[config.mk]
export PLATFORM = sky130hd
export DESIGN_NAME = door_motion_occupancy_classifier_core
export DESIGN_NICKNAME = d
export VERILOG_FILES = /design/src/hw/rtl/dmoc_pkg.sv /design/src/hw/rtl/dmoc_dwell_ctr.sv /design/src/hw/rtl/door_motion_occupancy_classifier_core.sv
export SDC_FILE = /design/constraint.sdc
export NUM_CORES = 1
export LEC_CHECK = 0
export BUFFER_PORTS_ARGS = -buffer_cell sky130_fd_sc_hd__buf_2
export CAP_MARGIN = 25
export CORE_ASPECT_RATIO = 0.8
export CORE_UTILIZATION = 54
export DETAILED_ROUTE_END_ITERATION = 12
export HOLD_SLACK_MARGIN = 0.15
export PLACE_DENSITY_LB_ADDON = 0.15
export SYNTH_ARGS = -nofsm -noshare
export SYNTH_HDL_FRONTEND = slang
export SYNTH_SLANG_ARGS = --single-unit
[constraint.sdc]
create_clock -name clk -period 8.6 [get_ports clk]
set_input_delay 1.72 -clock clk [delete_from_list [all_inputs] [get_ports clk]]
set_output_delay 1.72 -clock clk [all_outputs]
set_load 0.05 [all_outputs]
[src/hw/rtl/dmoc_pkg.sv]
// Shared types, codes and helpers for the door and motion occupancy classifier.
`timescale 1ns / 1ps

package dmoc_pkg;

  // Operation carried in the input tuser bit
  localparam logic OP_TICK  = 1'b0;
  localparam logic OP_CLEAR = 1'b1;

  localparam int IN_TDATA_W  = 8;
  localparam int OUT_TDATA_W = 48;

  localparam logic [15:0] SLEEP_WAIT_RESET = 16'd300;

  typedef enum logic [1:0] {
    MODE_IDLE   = 2'd0,
    MODE_MOTION = 2'd1,
    MODE_DOOR   = 2'd2
  } mode_t;

  // Control for one tick/seconds counter
  typedef struct packed {
    logic en;   // state advances this cycle
    logic clr;  // zero the counter
    logic inc;  // count one tick
  } ctr_ctl_t;

  // Round-to-nearest seconds from whole seconds plus a round-up flag,
  // saturated to eight bits.
  function automatic logic [7:0] sec_round(input logic [15:0] sec, input logic up);
    logic [7:0] res;
    if (sec >= 16'd255) begin
      res = 8'd255;
    end else begin
      res = sec[7:0] + {7'd0, up};
    end
    return res;
  endfunction

endpackage

[src/hw/rtl/dmoc_dwell_ctr.sv]
// Saturating tick counter kept as whole seconds plus ticks within the second.
`timescale 1ns / 1ps

module dmoc_dwell_ctr #(
  parameter int TICKS_PER_SECOND = 8,
  parameter int CNT_W            = 16
) (
  input  logic                 clk,
  input  logic                 rst_n,
  input  dmoc_pkg::ctr_ctl_t   ctl,
  output logic [CNT_W-1:0]     sec_nxt,  // whole seconds after this update
  output logic                 up_nxt    // remainder is at least half a second
);

  localparam int RW        = (TICKS_PER_SECOND > 1) ? $clog2(TICKS_PER_SECOND) : 1;
  localparam int MAX_TICKS = (1 << CNT_W) - 1;
  localparam int Q_MAX     = MAX_TICKS / TICKS_PER_SECOND;
  localparam int R_MAX     = MAX_TICKS % TICKS_PER_SECOND;
  localparam logic [RW-1:0] R_LAST = RW'(TICKS_PER_SECOND - 1);
  localparam logic [RW:0]   T_CMP  = (RW + 1)'(TICKS_PER_SECOND);

  logic [CNT_W-1:0] sec_r;
  logic [RW-1:0]    rem_r;
  logic [RW-1:0]    rem_nxt;
  logic             at_max;

  assign at_max = (sec_r == CNT_W'(Q_MAX)) && (rem_r == RW'(R_MAX));

  always_comb begin
    sec_nxt = sec_r;
    rem_nxt = rem_r;
    if (ctl.clr) begin
      sec_nxt = '0;
      rem_nxt = '0;
    end else if (ctl.inc && !at_max) begin
      if (rem_r == R_LAST) begin
        sec_nxt = sec_r + CNT_W'(1);
        rem_nxt = '0;
      end else begin
        rem_nxt = rem_r + RW'(1);
      end
    end
  end

  assign up_nxt = ({rem_nxt, 1'b0} >= T_CMP);

  always_ff @(posedge clk) begin
    if (!rst_n) begin
      sec_r <= '0;
      rem_r <= '0;
    end else if (ctl.en) begin
      sec_r <= sec_nxt;
      rem_r <= rem_nxt;
    end
  end

endmodule

[src/hw/rtl/door_motion_occupancy_classifier_core.sv]
// Top level of the door and motion occupancy classifier.
`timescale 1ns / 1ps

// Door and motion occupancy classifier. Each input transfer is either a sensor
// tick (tuser = 0: five motion reads and the door level) or a clear of the five
// dwell counters (tuser = 1). Every input transfer yields exactly one output
// transfer carrying the mode, the five dwell times in rounded seconds
// (saturated at 255), the sleep request and the latch setting, all taken after
// the update. The block takes one transfer per clock while the result side is
// not held off: an input register feeds combinational classification and
// counter update into the result register, so an input transfer passes the
// input register and then the result register before out_tvalid offers it.
// The state update loop closes through that logic. Counters keep whole
// seconds and the tick remainder side by side, so no divider is needed. Write
// cfg_wr_data (quiet seconds before sleep, reset 300) only while idle.
module door_motion_occupancy_classifier_core #(
  parameter int TICKS_PER_SECOND = 8,
  parameter int DEBOUNCE_READS   = 5
) (
  input  logic        clk,
  input  logic        rst_n,
  // configuration
  input  logic        cfg_wr_en,
  input  logic [15:0] cfg_wr_data,    // sleep_wait_seconds
  // input stream
  input  logic        in_tvalid,
  output logic        in_tready,
  input  logic [dmoc_pkg::IN_TDATA_W-1:0]  in_tdata,  // [4:0] motion_samples,
                                                     // [5] door_level, [7:6] zero
  input  logic        in_tuser,       // [0] op
  // result stream
  output logic        out_tvalid,
  input  logic        out_tready,
  output logic [dmoc_pkg::OUT_TDATA_W-1:0] out_tdata // [1:0] mode, [9:2] exiting_seconds,
                                      // [17:10] entering_seconds,
                                      // [25:18] motion_only_seconds,
                                      // [33:26] door_only_seconds,
                                      // [41:34] quiet_seconds, [42] sleep_request,
                                      // [43] latch_hold, [47:44] zero
);

  localparam logic [4:0] READ_MASK =
    (DEBOUNCE_READS >= 5) ? 5'h1f : 5'((1 << DEBOUNCE_READS) - 1);

  localparam int NUM_DWELL = 5;
  localparam int D_EXIT    = 0;
  localparam int D_ENTER   = 1;
  localparam int D_MOTION  = 2;
  localparam int D_DOOR    = 3;
  localparam int D_QUIET   = 4;

  // Input register
  logic        in_valid_r;
  logic        op_r;
  logic [4:0]  motion_r;
  logic        door_r;

  // Result register
  logic        out_valid_r;
  logic [dmoc_pkg::OUT_TDATA_W-1:0] out_data_r;
  logic [dmoc_pkg::OUT_TDATA_W-1:0] out_data_nxt;

  // Classifier state
  dmoc_pkg::mode_t mode_r, mode_nxt;
  logic        sleep_r, sleep_nxt;
  logic        latch_r, latch_nxt;
  logic [15:0] wait_r;

  logic        advance;
  logic        fire;
  logic        tick;
  logic        clr_all;
  logic        m;
  logic        d;
  logic        go_active;
  logic        go_quiet;
  logic [NUM_DWELL-1:0] dwell_inc;

  dmoc_pkg::ctr_ctl_t dwell_ctl [NUM_DWELL];
  dmoc_pkg::ctr_ctl_t run_ctl;
  logic [15:0] dwell_sec [NUM_DWELL];
  logic [NUM_DWELL-1:0] dwell_up;
  logic [7:0]  dwell_rnd [NUM_DWELL];
  logic [23:0] run_sec;
  logic        run_up;

  // Handshake: advance whenever the result slot is free or being drained
  assign advance    = !out_valid_r || out_tready;
  assign in_tready  = !in_valid_r || advance;
  assign fire       = in_valid_r && advance;
  assign out_tvalid = out_valid_r;
  assign out_tdata  = out_data_r;

  assign tick    = fire && (op_r == dmoc_pkg::OP_TICK);
  assign clr_all = fire && (op_r == dmoc_pkg::OP_CLEAR);
  assign m       = |(motion_r & READ_MASK);
  assign d       = door_r;

  // Hold the input transfer until it moves into the result register
  always_ff @(posedge clk) begin
    if (!rst_n) begin
      in_valid_r <= 1'b0;
    end else if (in_tready) begin
      in_valid_r <= in_tvalid;
    end
  end

  always_ff @(posedge clk) begin
    if (in_tvalid && in_tready) begin
      op_r     <= in_tuser;
      motion_r <= in_tdata[4:0];
      door_r   <= in_tdata[5];
    end
  end

  always_ff @(posedge clk) begin
    if (!rst_n) begin
      wait_r <= dmoc_pkg::SLEEP_WAIT_RESET;
    end else if (cfg_wr_en) begin
      wait_r <= cfg_wr_data;
    end
  end

  // Classify the tick: mode, which dwell counter moves, active vs quiet
  always_comb begin
    mode_nxt  = mode_r;
    dwell_inc = '0;
    go_active = 1'b0;
    go_quiet  = 1'b0;
    if (tick) begin
      if (m && d && (mode_r == dmoc_pkg::MODE_MOTION)) begin
        dwell_inc[D_EXIT] = 1'b1;
        go_active         = 1'b1;
      end else if (m && d && (mode_r == dmoc_pkg::MODE_DOOR)) begin
        dwell_inc[D_ENTER] = 1'b1;
        go_active          = 1'b1;
      end else if (!m && !d) begin
        dwell_inc[D_QUIET] = 1'b1;
        go_quiet           = 1'b1;
        mode_nxt           = dmoc_pkg::MODE_IDLE;
      end else if (m && !d) begin
        dwell_inc[D_MOTION] = 1'b1;
        go_active           = 1'b1;
        mode_nxt            = dmoc_pkg::MODE_MOTION;
      end else if (!m && d) begin
        dwell_inc[D_DOOR] = 1'b1;
        go_active         = 1'b1;
        mode_nxt          = dmoc_pkg::MODE_DOOR;
      end else begin
        // both sensors, no prior mode: no counter moves, still active, back to idle
        go_active = 1'b1;
        mode_nxt  = dmoc_pkg::MODE_IDLE;
      end
    end

    latch_nxt = latch_r;
    if (go_active) begin
      latch_nxt = 1'b0;
    end else if (go_quiet) begin
      latch_nxt = 1'b1;
    end

    // Sleep check runs after every tick on the updated quiet run
    sleep_nxt = sleep_r;
    if (tick) begin
      sleep_nxt = (sleep_r && !go_active) || (run_sec >= {8'd0, wait_r});
    end
  end

  always_ff @(posedge clk) begin
    if (!rst_n) begin
      mode_r  <= dmoc_pkg::MODE_IDLE;
      sleep_r <= 1'b0;
      latch_r <= 1'b1;
    end else if (fire) begin
      mode_r  <= mode_nxt;
      sleep_r <= sleep_nxt;
      latch_r <= latch_nxt;
    end
  end

  // Dwell counters
  for (genvar i = 0; i < NUM_DWELL; i++) begin : g_dwell
    assign dwell_ctl[i] = '{en: fire, clr: clr_all, inc: dwell_inc[i]};

    dmoc_dwell_ctr #(
      .TICKS_PER_SECOND(TICKS_PER_SECOND),
      .CNT_W(16)
    ) u_dwell (
      .clk(clk),
      .rst_n(rst_n),
      .ctl(dwell_ctl[i]),
      .sec_nxt(dwell_sec[i]),
      .up_nxt(dwell_up[i])
    );

    assign dwell_rnd[i] = dmoc_pkg::sec_round(dwell_sec[i], dwell_up[i]);
  end

  // Quiet run: cleared by any activity, never by the clear operation
  assign run_ctl = '{en: fire, clr: go_active, inc: go_quiet};

  dmoc_dwell_ctr #(
    .TICKS_PER_SECOND(TICKS_PER_SECOND),
    .CNT_W(24)
  ) u_run (
    .clk(clk),
    .rst_n(rst_n),
    .ctl(run_ctl),
    .sec_nxt(run_sec),
    .up_nxt(run_up)
  );

  // Pack the result; the run remainder flag is masked off and bit 44 stays zero
  always_comb begin
    out_data_nxt        = '0;
    out_data_nxt[1:0]   = mode_nxt;
    out_data_nxt[9:2]   = dwell_rnd[D_EXIT];
    out_data_nxt[17:10] = dwell_rnd[D_ENTER];
    out_data_nxt[25:18] = dwell_rnd[D_MOTION];
    out_data_nxt[33:26] = dwell_rnd[D_DOOR];
    out_data_nxt[41:34] = dwell_rnd[D_QUIET];
    out_data_nxt[42]    = sleep_nxt;
    out_data_nxt[43]    = latch_nxt;
    out_data_nxt[44]    = run_up & 1'b0;
  end

  always_ff @(posedge clk) begin
    if (!rst_n) begin
      out_valid_r <= 1'b0;
    end else if (advance) begin
      out_valid_r <= fire;
    end
  end

  always_ff @(posedge clk) begin
    if (fire) begin
      out_data_r <= out_data_nxt;
    end
  end

  // Input side stalls only when both stages are full and the sink holds off
  a_no_bubble: assert property (@(posedge clk) disable iff (!rst_n)
    !in_tready |-> (in_valid_r && out_valid_r && !out_tready))
    else $error("input stalled with room in the pipeline");

  // A quiet tick puts the latch back into hold
  a_quiet_hold: assert property (@(posedge clk) disable iff (!rst_n)
    (tick && !m && !d) |=> latch_r)
    else $error("latch not held after quiet tick");

  // Any active tick opens the latch
  a_active_pass: assert property (@(posedge clk) disable iff (!rst_n)
    (tick && (m || d)) |=> !latch_r)
    else $error("latch not in pass-through after activity");

  // The clear operation leaves mode alone and reports zeroed dwell times
  a_clear_keeps_mode: assert property (@(posedge clk) disable iff (!rst_n)
    clr_all |=> (mode_r == $past(mode_r)) && out_valid_r && (out_data_r[41:2] == '0))
    else $error("clear operation disturbed mode or counters");

  // The sleep request only rises on a processed transfer
  a_sleep_on_fire: assert property (@(posedge clk) disable iff (!rst_n)
    $rose(sleep_r) |-> $past(tick))
    else $error("sleep request rose without a tick");

endmodule

==> run metrics <==
status=finished, final reports clean; Post-Synthesis Mean Instance Area=between 8 and 9 um^2; initial standard-cell utilization of the core=0.556; placed wire-length estimate=around 17 mm; number of enable flip-flop cells after synthesis=51; GPL Wtd Cong=around 0.85; crit path kind=in2reg; global route overflow=0; maximum number of pins on one net before global-route repair=approximately 70; HP Class=reg2reg; via count of the first global-routing pass=approximately 8400; Hold Vio Cnt, Final=0; Distinct cells, synth=slightly below 90; DRT antenna net count=0; clk sinks=195; final worst path period share=0.583; dominant combinational cell family by area after synthesis=simple AND/OR/NAND/NOR gates; top flip-flop cell by instance count after synthesis=dfxtp_1; Die Outline Area=between 20000 and 25000 um^2; routed wire length=24.0 mm; clock latency on the worst-skew pair=0.45 ns; total power per unit cell area=153 nW/um^2; Antenna diodes=0; global-route wire length before repair=40.7 mm; Async SR Flop Fraction=0; crit end category=register; #FFs+latches synth=~200; I/O pin cnt=80; Arrival @ worst endpoint=approximately 5.2 ns; static leakage=4.58 nW; number of buffers added by the clock tree synthesis step=17; cell area after synthesis=roughly 11000 um^2; post-cts resize count=0; unrepaired setup endpoints after global routing=false; wire length per cell=between 15 and 20 um; final worst path period need=between 5 and 6 ns; vertical extent of the die=around 130 um; iteration-0 DRC count of the detailed router=about 580; clock transition at the register clock pins on the worst setup and hold paths after CTS=0.08 ns; port buffer count=73; Final Max Tran Viols=0; largest clock skew in the final design=between 0.01 and 0.015 ns; fraction of synthesized cell area in xor and xnor cells=0.0954; total negative setup slack=0 ns; number of search-and-repair iterations in the first detailed-routing pass=6; layout overhead on the synthesized area=9.71%; Overall Global Routing Usage=0.237; placed instance area=~12000 um^2; pin slew with the least headroom to its limit=roughly 1.0 ns; horizontal die dimension=approximately 160 um; via total after detailed routing=~9000; Via density=between 5 and 6; Maximum Capacitance Violations=0; clock root buffer master=clkbuf_16; multiplexer fraction of the synthesized cell area=0.0371; peak supply drop=approximately 0.12 mV; Hold-fix buffers, CTS=0; warnings from Yosys=0; post-synthesis share of cell area spent on and, or, nand and nor gates=0.279; maximum clock rate=approximately 0.20 GHz; H-tree lvl count=4; setup violation total in the final timing report=0; Req. time, crit path=between 8 and 9 ns; antenna violations before repair=0; number of remaining DRC errors=0; max-slew headroom at the worst pin=0.313; buffer levels on the longest clock path=2; clock tree from TritonCTS=yes; critical-path maximum fanout=7; row count=46; post-synthesis instance total=around 1300; final design instance area without fill=approximately 12000 um^2; core region area=between 15000 and 20000 um^2; sequential area share after synthesis=0.397; share of the synthesized area in compound gates (AO/OA/AOI/OAI)=0.104; post-CTS repair timing setup buffer count=0; Setup crit start kind=input port; fraction of layout instances using a drive strength above 1=0.117; layout filler cell count=between 1500 and 2000; share of synthesized cell area in full adder, half adder and majority cells=0.0496; count of nets after finishing=1374
-- cells in the mapped netlist (19+ instances only) --
cell type,number,area [um^2]
and3_1,24,150
inv_1,34,128
xnor2_1,76,666
o21ai_0,22,110
mux2i_1,40,400
edfxtp_1,51,1530
clkbuf_1,49,184
and2_1,19,119
nand4_1,30,188
ha_1,44,551
nand2_1,92,345
xor2_1,45,394
nand3_1,46,230
nor2_1,192,721
nor4_1,26,163
a21oi_1,34,170
dfxtp_1,144,2880
nor3_1,58,290
-- metrics by stage --
stage	std cells	total power, mW	utilization	setup WS (ns)	hold slack [ns]
floorplan	1267	1.06	-	3.60	0.435
global placement	1545	1.09	0.581	3.10	0.448
detailed placement	1545	1.09	0.581	3.06	0.478
CTS	1577	1.88	0.610	3.52	0.488
global route	1577	1.92	0.610	3.04	0.514
finish	1577	1.86	0.610	3.59	0.485
-- report_power, final --
group	switching, mW	leakage, nW	internal (mW)	total, mW
combinational	0.0824	2.65	0.0235	0.106
sequential	0.00805	1.65	0.955	0.963
clock	0.404	0.290	0.391	0.796
-- worst max-delay path, stage by stage --
cell	delay, ns
buf_2	0.09
nand2b_1	0.20
nand3_1	0.28
nor2_4	0.24
nand3_1	0.20
nor3_1	0.34
nand4_1	0.16
xor2_1	0.22
nor2_1	0.07
ha_1	0.29
nor2b_1	0.13
a2111oi_0	0.51
o211ai_1	0.16
nand2_1	0.12
o2111a_1	0.22
and4_1	0.21
nor2_1	0.06
-- flip-flops by register name (all words and copies together), names as in the netlist --
signal                 flops
u_run.rem_r                3
mode_r                     2
g_dwell.u_dwell.rem_r     15
out_tvalid                 1
latch_r                    1
wait_r                    16
u_run.sec_r               24
sleep_r                    1
motion_r                   5
g_dwell.u_dwell.sec_r     80
in_valid_r                 1
d                          1
out_tdata                 44
op_r                       1
-- kinds of logic (layout without fill, tap and decap cells) --
| kind of cell | after synthesis | count (layout) |
|---|---|---|
| xor gates and xnor gates | 121 | 121 |
| other | 1 | 4 |
| buffers and inverters | 102 | 148 |
| adders and majority gates | 44 | 44 |
| muxes | 41 | 41 |
| and+or+nand+nor | 600 | 600 |
| AOI/OAI and AO/OA | 160 | 160 |
| DFF | 195 | 195 |
-- final timing paths --
kind | start | end | slack [ns] | cells after the start
worst min-delay path | u_run.rem_r[2] | u_run.rem_r[2] | 0.49 | 2
worst max register to register | motion_r[0] | out_tdata[42] | 4.11 | 17
worst max-delay path | out_tready | out_tdata[42] | 3.59 | 17
worst min register to register | u_run.rem_r[2] | u_run.rem_r[2] | 0.49 | 2
-- metal layers --
layer / part of all wire / GRT usage
met1: 0.49 / 0.328
met2: 0.45 / 0.380
met3: 0.043 / 0.0391
met4: 0.016 / 0.0721
met5: 0 / 0
-- layout make-up --
type	instances	area, um^2	share of cell area
repair buffers	80	418	0.0343
clock buffers	17	425	0.0349
well taps	264	330	0.0271
multi-input cells	970	6310	0.518
clock inverters	15	156	0.0128
flip-flops and latches	195	4410	0.362
inverters	36	135	0.0111
-- cell usage in the layout (no fill, tap or decap), drive strengths merged, types with 6 or more instances in the layout --
cell,n
a211oi,6
a21o,7
a21oi,35
a22oi,6
a31oi,10
and2,21
and3,24
and4,11
buf,80
clkbuf,17
dfxtp,144
edfxtp,51
ha,44
inv,46
mux2i,40
nand2,93
nand2b,16
nand3,46
nand4,30
nor2,195
nor2b,16
nor3,63
nor3b,8
nor4,30
nor4b,7
o211ai,10
o21ai,35
o21bai,7
or3,16
or4,8
xnor2,76
xor2,45
(Power assumes the default switching activity.)
